==> src/hdl/iba_pkg.sv <==
package iba_pkg;

    localparam int RADIX_W = 6;
    localparam int CHAR_W  = 7;

    localparam logic [RADIX_W-1:0] RADIX_MIN   = 6'd2;
    localparam logic [RADIX_W-1:0] RADIX_MAX   = 6'd36;
    localparam logic [RADIX_W-1:0] RADIX_RESET = 6'd10;
    localparam logic [RADIX_W-1:0] DECIMAL     = 6'd10;

    localparam logic [RADIX_W-1:0] LAST_DECIMAL_DIGIT = 6'd9;
    localparam logic [CHAR_W-1:0]  LETTER_GAP         = 7'd7;
    localparam logic [CHAR_W-1:0]  CHAR_ZERO          = 7'd48;
    localparam logic [CHAR_W-1:0]  CHAR_NINE          = 7'd57;
    localparam logic [CHAR_W-1:0]  CHAR_UPPER_A       = 7'd65;
    localparam logic [CHAR_W-1:0]  CHAR_UPPER_Z       = 7'd90;
    localparam logic [CHAR_W-1:0]  CHAR_MINUS         = 7'd45;

    // per-word job descriptor handed from front to back
    typedef struct packed {
        logic               neg;
        logic [RADIX_W-1:0] radix;
    } job_ctrl_t;

    function automatic logic [CHAR_W-1:0] digit_char(input logic [RADIX_W-1:0] d);
        logic [CHAR_W-1:0] c;
        c = CHAR_ZERO + {1'b0, d};
        if (d > LAST_DECIMAL_DIGIT)
        begin
            c = c + LETTER_GAP;
        end
        return c;
    endfunction

endpackage

==> src/hdl/iba_front.sv <==
module iba_front #(
    parameter int VALUE_BITS = 32
) (
    input  logic                         clk,
    input  logic                         rst_n,
    input  logic                         radix_we,
    input  logic [iba_pkg::RADIX_W-1:0]  radix_wdata,
    input  logic                         in_valid,
    output logic                         in_stall,
    input  logic signed [VALUE_BITS-1:0] value,
    input  logic                         q_full,
    output logic                         q_push,
    output logic [VALUE_BITS-1:0]        push_mag,
    output iba_pkg::job_ctrl_t           push_ctrl
);

    logic [iba_pkg::RADIX_W-1:0] radix_reg;
    logic [iba_pkg::RADIX_W-1:0] radix_next;
    logic                        neg;

    always_comb
    begin
        radix_next = radix_reg;
        if (radix_we)
        begin
            if (radix_wdata < iba_pkg::RADIX_MIN)
            begin
                radix_next = iba_pkg::RADIX_MIN;
            end
            else if (radix_wdata > iba_pkg::RADIX_MAX)
            begin
                radix_next = iba_pkg::RADIX_MAX;
            end
            else
            begin
                radix_next = radix_wdata;
            end
        end
    end

    always_ff @(posedge clk or negedge rst_n)
    begin
        if (!rst_n)
        begin
            radix_reg <= iba_pkg::RADIX_RESET;
        end
        else
        begin
            radix_reg <= radix_next;
        end
    end

    // signed only in decimal; magnitude of the most negative value wraps to 2^(N-1)
    assign neg             = (radix_reg == iba_pkg::DECIMAL) && value[VALUE_BITS-1];
    assign push_mag        = neg ? (~value + 1'b1) : value;
    assign push_ctrl.neg   = neg;
    assign push_ctrl.radix = radix_reg;
    assign in_stall        = q_full;
    assign q_push          = in_valid && !q_full;

endmodule

==> src/hdl/iba_queue.sv <==
module iba_queue #(
    parameter int DATA_W = 39
) (
    input  logic              clk,
    input  logic              rst_n,
    input  logic              push,
    input  logic [DATA_W-1:0] push_data,
    output logic              full,
    input  logic              pop,
    output logic [DATA_W-1:0] pop_data,
    output logic              empty
);

    logic [DATA_W-1:0] entry_reg [2];
    logic              wr_ptr_reg;
    logic              wr_ptr_next;
    logic              rd_ptr_reg;
    logic              rd_ptr_next;
    logic [1:0]        count_reg;
    logic [1:0]        count_next;
    logic              do_push;
    logic              do_pop;

    assign full     = (count_reg == 2'd2);
    assign empty    = (count_reg == 2'd0);
    assign do_push  = push && !full;
    assign do_pop   = pop && !empty;
    assign pop_data = entry_reg[rd_ptr_reg];

    always_comb
    begin
        wr_ptr_next = wr_ptr_reg ^ do_push;
        rd_ptr_next = rd_ptr_reg ^ do_pop;
        count_next  = count_reg + {1'b0, do_push} - {1'b0, do_pop};
    end

    always_ff @(posedge clk)
    begin
        if (do_push)
        begin
            entry_reg[wr_ptr_reg] <= push_data;
        end
    end

    always_ff @(posedge clk or negedge rst_n)
    begin
        if (!rst_n)
        begin
            wr_ptr_reg <= 1'b0;
            rd_ptr_reg <= 1'b0;
            count_reg  <= 2'd0;
        end
        else
        begin
            wr_ptr_reg <= wr_ptr_next;
            rd_ptr_reg <= rd_ptr_next;
            count_reg  <= count_next;
        end
    end

endmodule

==> src/hdl/iba_back.sv <==
module iba_back #(
    parameter int VALUE_BITS = 32
) (
    input  logic                        clk,
    input  logic                        rst_n,
    input  logic                        q_empty,
    output logic                        q_pop,
    input  logic [VALUE_BITS-1:0]       pop_mag,
    input  iba_pkg::job_ctrl_t          pop_ctrl,
    output logic                        out_valid,
    input  logic                        out_stall,
    output logic [iba_pkg::CHAR_W-1:0]  character,
    output logic                        last
);

    localparam int IDX_W = $clog2(VALUE_BITS);
    localparam logic [IDX_W-1:0] LAST_BIT = IDX_W'(VALUE_BITS - 1);

    typedef enum logic [4:0] {
        S_IDLE = 5'b00001,
        S_DIV  = 5'b00010,
        S_SIGN = 5'b00100,
        S_READ = 5'b01000,
        S_EMIT = 5'b10000
    } state_t;

    state_t                       state_reg;
    state_t                       state_next;
    logic [VALUE_BITS-1:0]        q_reg;
    logic [VALUE_BITS-1:0]        q_next;
    logic [iba_pkg::RADIX_W-1:0]  rem_reg;
    logic [iba_pkg::RADIX_W-1:0]  rem_next;
    logic [IDX_W-1:0]             bit_cnt_reg;
    logic [IDX_W-1:0]             bit_cnt_next;
    logic [IDX_W-1:0]             nd_reg;
    logic [IDX_W-1:0]             nd_next;
    logic [IDX_W-1:0]             rd_ptr_reg;
    logic [IDX_W-1:0]             rd_ptr_next;
    iba_pkg::job_ctrl_t           ctrl_reg;
    iba_pkg::job_ctrl_t           ctrl_next;
    logic                         out_valid_reg;
    logic                         out_valid_next;
    logic [iba_pkg::CHAR_W-1:0]   char_reg;
    logic [iba_pkg::CHAR_W-1:0]   char_next;
    logic                         last_reg;
    logic                         last_next;

    logic [iba_pkg::RADIX_W-1:0]  digit_mem [VALUE_BITS];
    logic [iba_pkg::RADIX_W-1:0]  rd_data_reg;
    logic                         mem_we;

    logic [iba_pkg::RADIX_W:0]    rem_sh;
    logic [iba_pkg::RADIX_W:0]    rem_diff;
    logic                         qbit;
    logic [iba_pkg::RADIX_W-1:0]  rem_new;
    logic [VALUE_BITS-1:0]        q_shift;
    logic                         out_free;

    // restoring divide, one quotient bit per cycle
    assign rem_sh   = {rem_reg, q_reg[VALUE_BITS-1]};
    assign rem_diff = rem_sh - {1'b0, ctrl_reg.radix};
    assign qbit     = (rem_sh >= {1'b0, ctrl_reg.radix});
    assign rem_new  = qbit ? rem_diff[iba_pkg::RADIX_W-1:0] : rem_sh[iba_pkg::RADIX_W-1:0];
    assign q_shift  = {q_reg[VALUE_BITS-2:0], qbit};
    assign out_free = !out_valid_reg || !out_stall;

    always_comb
    begin
        state_next     = state_reg;
        q_next         = q_reg;
        rem_next       = rem_reg;
        bit_cnt_next   = bit_cnt_reg;
        nd_next        = nd_reg;
        rd_ptr_next    = rd_ptr_reg;
        ctrl_next      = ctrl_reg;
        char_next      = char_reg;
        last_next      = last_reg;
        out_valid_next = out_free ? 1'b0 : out_valid_reg;
        mem_we         = 1'b0;
        q_pop          = 1'b0;

        case (state_reg)
            S_IDLE:
            begin
                if (!q_empty)
                begin
                    q_pop        = 1'b1;
                    q_next       = pop_mag;
                    ctrl_next    = pop_ctrl;
                    rem_next     = '0;
                    bit_cnt_next = '0;
                    nd_next      = '0;
                    state_next   = S_DIV;
                end
            end
            S_DIV:
            begin
                q_next = q_shift;
                if (bit_cnt_reg == LAST_BIT)
                begin
                    mem_we       = 1'b1;
                    nd_next      = nd_reg + 1'b1;
                    rem_next     = '0;
                    bit_cnt_next = '0;
                    if (q_shift == '0)
                    begin
                        rd_ptr_next = nd_reg;
                        state_next  = ctrl_reg.neg ? S_SIGN : S_READ;
                    end
                end
                else
                begin
                    rem_next     = rem_new;
                    bit_cnt_next = bit_cnt_reg + 1'b1;
                end
            end
            S_SIGN:
            begin
                if (out_free)
                begin
                    out_valid_next = 1'b1;
                    char_next      = iba_pkg::CHAR_MINUS;
                    last_next      = 1'b0;
                    state_next     = S_READ;
                end
            end
            S_READ:
            begin
                state_next = S_EMIT;
            end
            S_EMIT:
            begin
                if (out_free)
                begin
                    out_valid_next = 1'b1;
                    char_next      = iba_pkg::digit_char(rd_data_reg);
                    last_next      = (rd_ptr_reg == '0);
                    if (rd_ptr_reg == '0)
                    begin
                        state_next = S_IDLE;
                    end
                    else
                    begin
                        rd_ptr_next = rd_ptr_reg - 1'b1;
                        state_next  = S_READ;
                    end
                end
            end
            default:
            begin
                state_next = S_IDLE;
            end
        endcase
    end

    // digit store, least significant digit at index 0
    always_ff @(posedge clk)
    begin
        if (mem_we)
        begin
            digit_mem[nd_reg] <= rem_new;
        end
        rd_data_reg <= digit_mem[rd_ptr_reg];
    end

    always_ff @(posedge clk)
    begin
        q_reg    <= q_next;
        rem_reg  <= rem_next;
        ctrl_reg <= ctrl_next;
        char_reg <= char_next;
        last_reg <= last_next;
    end

    always_ff @(posedge clk or negedge rst_n)
    begin
        if (!rst_n)
        begin
            state_reg     <= S_IDLE;
            bit_cnt_reg   <= '0;
            nd_reg        <= '0;
            rd_ptr_reg    <= '0;
            out_valid_reg <= 1'b0;
        end
        else
        begin
            state_reg     <= state_next;
            bit_cnt_reg   <= bit_cnt_next;
            nd_reg        <= nd_next;
            rd_ptr_reg    <= rd_ptr_next;
            out_valid_reg <= out_valid_next;
        end
    end

    assign out_valid = out_valid_reg;
    assign character = char_reg;
    assign last      = last_reg;

    a_rem_below_radix: assert property (@(posedge clk) disable iff (!rst_n)
        (state_reg == S_DIV) |-> (rem_reg < ctrl_reg.radix))
        else $error("partial remainder not below radix");

    a_digit_below_radix: assert property (@(posedge clk) disable iff (!rst_n)
        (state_reg == S_EMIT) |-> (rd_data_reg < ctrl_reg.radix))
        else $error("stored digit not below radix");

    a_radix_held: assert property (@(posedge clk) disable iff (!rst_n)
        (state_reg != S_IDLE && $past(state_reg) != S_IDLE) |-> $stable(ctrl_reg))
        else $error("job descriptor changed mid conversion");

    a_char_legal: assert property (@(posedge clk) disable iff (!rst_n)
        out_valid_reg |-> (char_reg == iba_pkg::CHAR_MINUS
            || (char_reg >= iba_pkg::CHAR_ZERO && char_reg <= iba_pkg::CHAR_NINE)
            || (char_reg >= iba_pkg::CHAR_UPPER_A && char_reg <= iba_pkg::CHAR_UPPER_Z)))
        else $error("illegal output character");

endmodule

==> src/hdl/integer_to_base_ascii.sv <==
// channel   direction  handshake            word
// in        sink       in_valid / in_stall  value
// out       source     out_valid/out_stall  character, last
// radix     config     radix_we             radix_wdata (clamped to 2..36)
//
// A value is divided in the bit-serial divider (one quotient bit per cycle)
// one digit at a time; then a '-' for a negative value, then each character
// through the digit store read port, and back to idle for the next word.
// A two-word queue lets the input side accept while the back end works.
// Reset: radix returns to 10, queue and output register empty.
// A stalled output holds its character; the back end waits for it.
module integer_to_base_ascii #(
    parameter int VALUE_BITS = 32
) (
    input  logic                         clk,
    input  logic                         rst_n,
    input  logic                         radix_we,
    input  logic [iba_pkg::RADIX_W-1:0]  radix_wdata,
    input  logic                         in_valid,
    output logic                         in_stall,
    input  logic signed [VALUE_BITS-1:0] value,
    output logic                         out_valid,
    input  logic                         out_stall,
    output logic [iba_pkg::CHAR_W-1:0]   character,
    output logic                         last
);

    localparam int CTRL_W = $bits(iba_pkg::job_ctrl_t);
    localparam int DATA_W = VALUE_BITS + CTRL_W;

    logic                  q_full;
    logic                  q_empty;
    logic                  q_push;
    logic                  q_pop;
    logic [VALUE_BITS-1:0] push_mag;
    iba_pkg::job_ctrl_t    push_ctrl;
    logic [DATA_W-1:0]     pop_data;
    logic [VALUE_BITS-1:0] pop_mag;
    iba_pkg::job_ctrl_t    pop_ctrl;

    iba_front #(
        .VALUE_BITS (VALUE_BITS)
    ) u_front (
        .clk         (clk),
        .rst_n       (rst_n),
        .radix_we    (radix_we),
        .radix_wdata (radix_wdata),
        .in_valid    (in_valid),
        .in_stall    (in_stall),
        .value       (value),
        .q_full      (q_full),
        .q_push      (q_push),
        .push_mag    (push_mag),
        .push_ctrl   (push_ctrl)
    );

    iba_queue #(
        .DATA_W (DATA_W)
    ) u_queue (
        .clk       (clk),
        .rst_n     (rst_n),
        .push      (q_push),
        .push_data ({push_ctrl, push_mag}),
        .full      (q_full),
        .pop       (q_pop),
        .pop_data  (pop_data),
        .empty     (q_empty)
    );

    assign pop_mag  = pop_data[VALUE_BITS-1:0];
    assign pop_ctrl = pop_data[DATA_W-1:VALUE_BITS];

    iba_back #(
        .VALUE_BITS (VALUE_BITS)
    ) u_back (
        .clk       (clk),
        .rst_n     (rst_n),
        .q_empty   (q_empty),
        .q_pop     (q_pop),
        .pop_mag   (pop_mag),
        .pop_ctrl  (pop_ctrl),
        .out_valid (out_valid),
        .out_stall (out_stall),
        .character (character),
        .last      (last)
    );

endmodule

==> config.mk <==
export PLATFORM = sky130hd
export DESIGN_NAME = integer_to_base_ascii
export DESIGN_NICKNAME = d
export VERILOG_FILES = /design/src/hdl/iba_pkg.sv /design/src/hdl/iba_front.sv /design/src/hdl/iba_queue.sv /design/src/hdl/iba_back.sv /design/src/hdl/integer_to_base_ascii.sv
export SDC_FILE = /design/constraint.sdc
export NUM_CORES = 1
export LEC_CHECK = 0
export BUFFER_PORTS_ARGS = -buffer_cell sky130_fd_sc_hd__buf_2
export CAP_MARGIN = 30
export CORE_MARGIN = 8
export CORE_UTILIZATION = 25
export CTS_CLUSTER_SIZE = 8
export DETAILED_ROUTE_END_ITERATION = 8
export GPL_TIMING_DRIVEN = 0
export PLACE_DENSITY_LB_ADDON = 0.12
export SLEW_MARGIN = 20
export SYNTH_ARGS = -nofsm -noshare
export SYNTH_HDL_FRONTEND = slang
export SYNTH_HIERARCHICAL = 1
export SYNTH_SLANG_ARGS = --single-unit
==> constraint.sdc <==
create_clock -name clk -period 4.4 [get_ports clk]
set_input_delay 0.88 -clock clk [delete_from_list [all_inputs] [get_ports clk]]
set_output_delay 0.88 -clock clk [all_outputs]
set_load 0.005 [all_outputs]
==> flow_summary_export.csv <==
group,metric,value,unit
routing,wl,39000,µm
floorplan,rows,91,
power,internal_power,9.23,mW
floorplan,core-area,61800,µm²
grt,grt_max_degree,40,
sta,max_freq,305,MHz
outcome,outcome,"completed",
routing,via_count,8766,
grt,grt_pass1_vias,9143,
logic_synthesis,async_flop_share,8.61,%
final_layout,largest_register_ffs,192,
routing,wire_per_inst,19.2,µm
power,powerDensity,736,nW/µm²
logic_synthesis,yosys_register_bits,360,
routing,drtIter0Drc,600,
grt,grt_pass1_wl,59100,µm
critical_path,criticalPathCategory,"flip-flop to flip-flop",
floorplan,ios,53,
logic_synthesis,synth.largest_area_cell,"edfxtp_1",
logic_synthesis,ys_top_cells_by_area,"edfxtp_1, mux4_2, dfrtp_1, mux2_2, nand2_1",
power,pwr-share-seq,41.0,%
critical_path,path_cells,"ha_1 > a211oi_1 > nand2_1 > a41oi_2 > buf_2 > a31o_2 > nand2_2",
clock_network,cts_made_buffers,51,
routing,ant_nets,0,
logic_synthesis,synth_edf_count,323,
sta,clock_skew,0.0268,ns
grt,grt_remaining_overflow,0,
clock_network,cts_resized,0,
routing,drc_errors,0,
floorplan,die_y,266,µm
sta,finalHoldViolations,0,
floorplan,start_util,25.3,%
power,vdd_drop_max,410,µV
final_layout,fill_cells,6170,
sta,slew_viol_final,0,
clock_network,ctsHoldBuffers,0,
critical_path,slowest_stage,"a41oi_2",
logic_synthesis,synth_cell_types,66,
final_layout,ff_latch_area,10600,µm²
power,p_clk_share,27.1,%
sta,period_share,74.6,%
routing,first_pass_iters,5,
run,drv_cap,0,
power,power.switching,4.55,mW
clock_network,clk_latency,0.59,ns
critical_path,critical_path.startpoint_type,"flip-flop",
logic_synthesis,syn_nets,1101,
sta,min_period,3.28,ns
logic_synthesis,yosys_most_used_dff,"edfxtp_1",
clock_network,cts_setup_buffers,0,
sta,rsz0062_at_grt,"false",
place,post-place-ws,1.04,ns
final_layout,antenna_cells,0,
critical_path,cp_top_family,"compound AO/OA/AOI/OAI gates",
critical_path,cp.required,4.55,ns
clock_network,cts.sinks,360,
logic_synthesis,ys_warn_count,6,
logic_synthesis,yosysMostFrequentCell,"edfxtp_1",
critical_path,critical_path_buf_inv_count,1,
final_layout,nets,1213,
final_layout,layout-drive-gt1-share,21.4,%
critical_path,end_kind,"flip-flop",
floorplan,dieArea,70800,µm²
power,p_total,13.8,mW
clock_network,cts_buffer_depth,3,
logic_synthesis,ys_top_cells_by_count,"edfxtp_1, nand2_1, nor2_1, mux2_2, mux4_2",
final_layout,fin_cells,2026,
logic_synthesis,syn_avg_cell_area,15.1,µm²
sta,maxSlewHeadroom,41.4,%
logic_synthesis,synth_top_area_share,62.0,%
hold_path,hp-class,"input port to asynchronous set/reset pin",
power,power_frac_comb,31.9,%
final_layout,areaGrowthSynthToFinish,19.7,%
sta,setup_slack,1.12,ns
critical_path,crit_arrival,3.44,ns
place,place_inst,1929,
routing,post_drt_via_cell_ratio,4.33,
grt,grt_usage,11.1,%
logic_synthesis,mappedNetlistArea,15600,µm²
logic_synthesis,synth_cells,1034,
final_layout,final_core_util,30.3,%
clock_network,cts-root-buf,"clkbuf_16",
sta,setup_viol,0,
power,leakagePower,6.52,nW
sta,worst_pin_slew,0.879,ns
critical_path,worstPathMaxFanout,32,
final_layout,multi_input_area,4720,µm²
clock_network,cts_tree,"yes",
floorplan,die_w,266,µm
clock_network,clk_pin_slew,0.05,ns
clock_network,htree_num_levels,2,
place,place_congestion,0.735,
place,io_buffers,52,
power,swShare,33.0,%
critical_path,cpPeakStageDelay,0.67,ns
grt,antenna_found_initial,0,
place,dp_hpwl,26400,µm
logic_synthesis,seq_area_frac_synth,67.8,%
-- metal layers --
metal / track usage (%) / wire length, µm / up-vias
met1: 14.7 / 18000 / 4407
met4: 4.15 / 1120 / 0
li1: - / - / 4147
met2: 17.8 / 18500 / 148
met3: 2.08 / 1400 / 64
met5: 0 / 0 / -
-- power by group through the flow --
stage | logic, mW | clock network (mW) | registers, mW
finish | 4.40 | 3.74 | 5.64
global route | 4.88 | 4.01 | 5.70
CTS | 4.53 | 3.88 | 5.65
detailed placement | 4.51 | 0 | 5.71
global placement | 3.62 | 0 | 5.68
floorplan | 2.41 | 0 | 5.69
-- cells by family after synthesis --
logic type / count (synthesis) / synth area share (%)
flops: 360 / 67.8
simple gates: 301 / 9.17
mux: 113 / 11.7
compound gates: 105 / 4.26
buf+inv: 86 / 2.62
xor+xnor: 45 / 2.52
fa+ha+maj: 24 / 1.97
-- stage by stage --
stage,cell area (µm²),TNS (ns),hold slack [ns]
6_report,18700,0,0.417
5_1_grt,18700,0,0.451
4_1_cts,18700,0,0.414
3_5_place_dp,17200,0,0.500
3_3_place_gp,17000,-192.18,0.490
2_1_floorplan,15600,0,0.456
-- layout by cell type (no fill, tap or decap), types with 4 or more instances in the layout --
master     synthesis  final
a211oi_1           6      6
inv_1             36     35
nand3_1            6      6
clkbuf_1          22     63
nor4_1            16     16
buf_16             0      4
and2_1             4      4
o21ai_4            0      4
nand2_1          137    136
o21ai_1            4      4
a21oi_1           22     22
o21ai_0           36     32
nor3_1            11     11
buf_6              6      8
xor2_1            22     22
o211ai_1           4      4
buf_4              5      5
nor2b_1           12     12
buf_2             10     62
nor2_1            63     63
mux4_2            46     46
edfxtp_1         323    323
nand4_1            7      7
a31oi_1            4      4
xnor2_1           23     23
nand2b_1           9      9
mux4_1             4      4
ha_1              23     21
o31ai_1           10      9
mux2i_1           16     16
nor3b_1            6      6
mux2_2            47     47
nand3b_1           8      8
dfrtp_1           28     28
clkbuf_16          0     52
dfxtp_1            6      6
-- final cells by class --
cell class                      instances  share of cell area (%)
Tap cell                              837                    5.59
Timing Repair Buffer                   59                    2.18
Clock inverter                          3                   0.428
Inverter                               39                   0.782
Sequential cell                       360                    56.6
Buffer                                 47                    1.41
Clock buffer                           93                    7.77
Multi-Input combinational cell        588                    25.2
-- worst paths after layout --
path	startpoint	to	slack, ns	cells past startpoint
min reg2reg	u_front/radix_reg[3]	u_front/radix_reg[3]	0.51	2
min in group clk	u_front/radix_reg[3]	u_front/radix_reg[3]	0.51	2
max reg2reg	u_back/rem_reg[4]	u_back/digit_mem[24][5]	1.12	7
min	rst_n	u_back/state_reg[1]	0.42	1
max in group asynchronous	rst_n	u_back/nd_reg[3]	3.43	1
max	u_back/rem_reg[4]	u_back/digit_mem[24][5]	1.12	7
No activity file was read; power rests on OpenSTA's default activity.
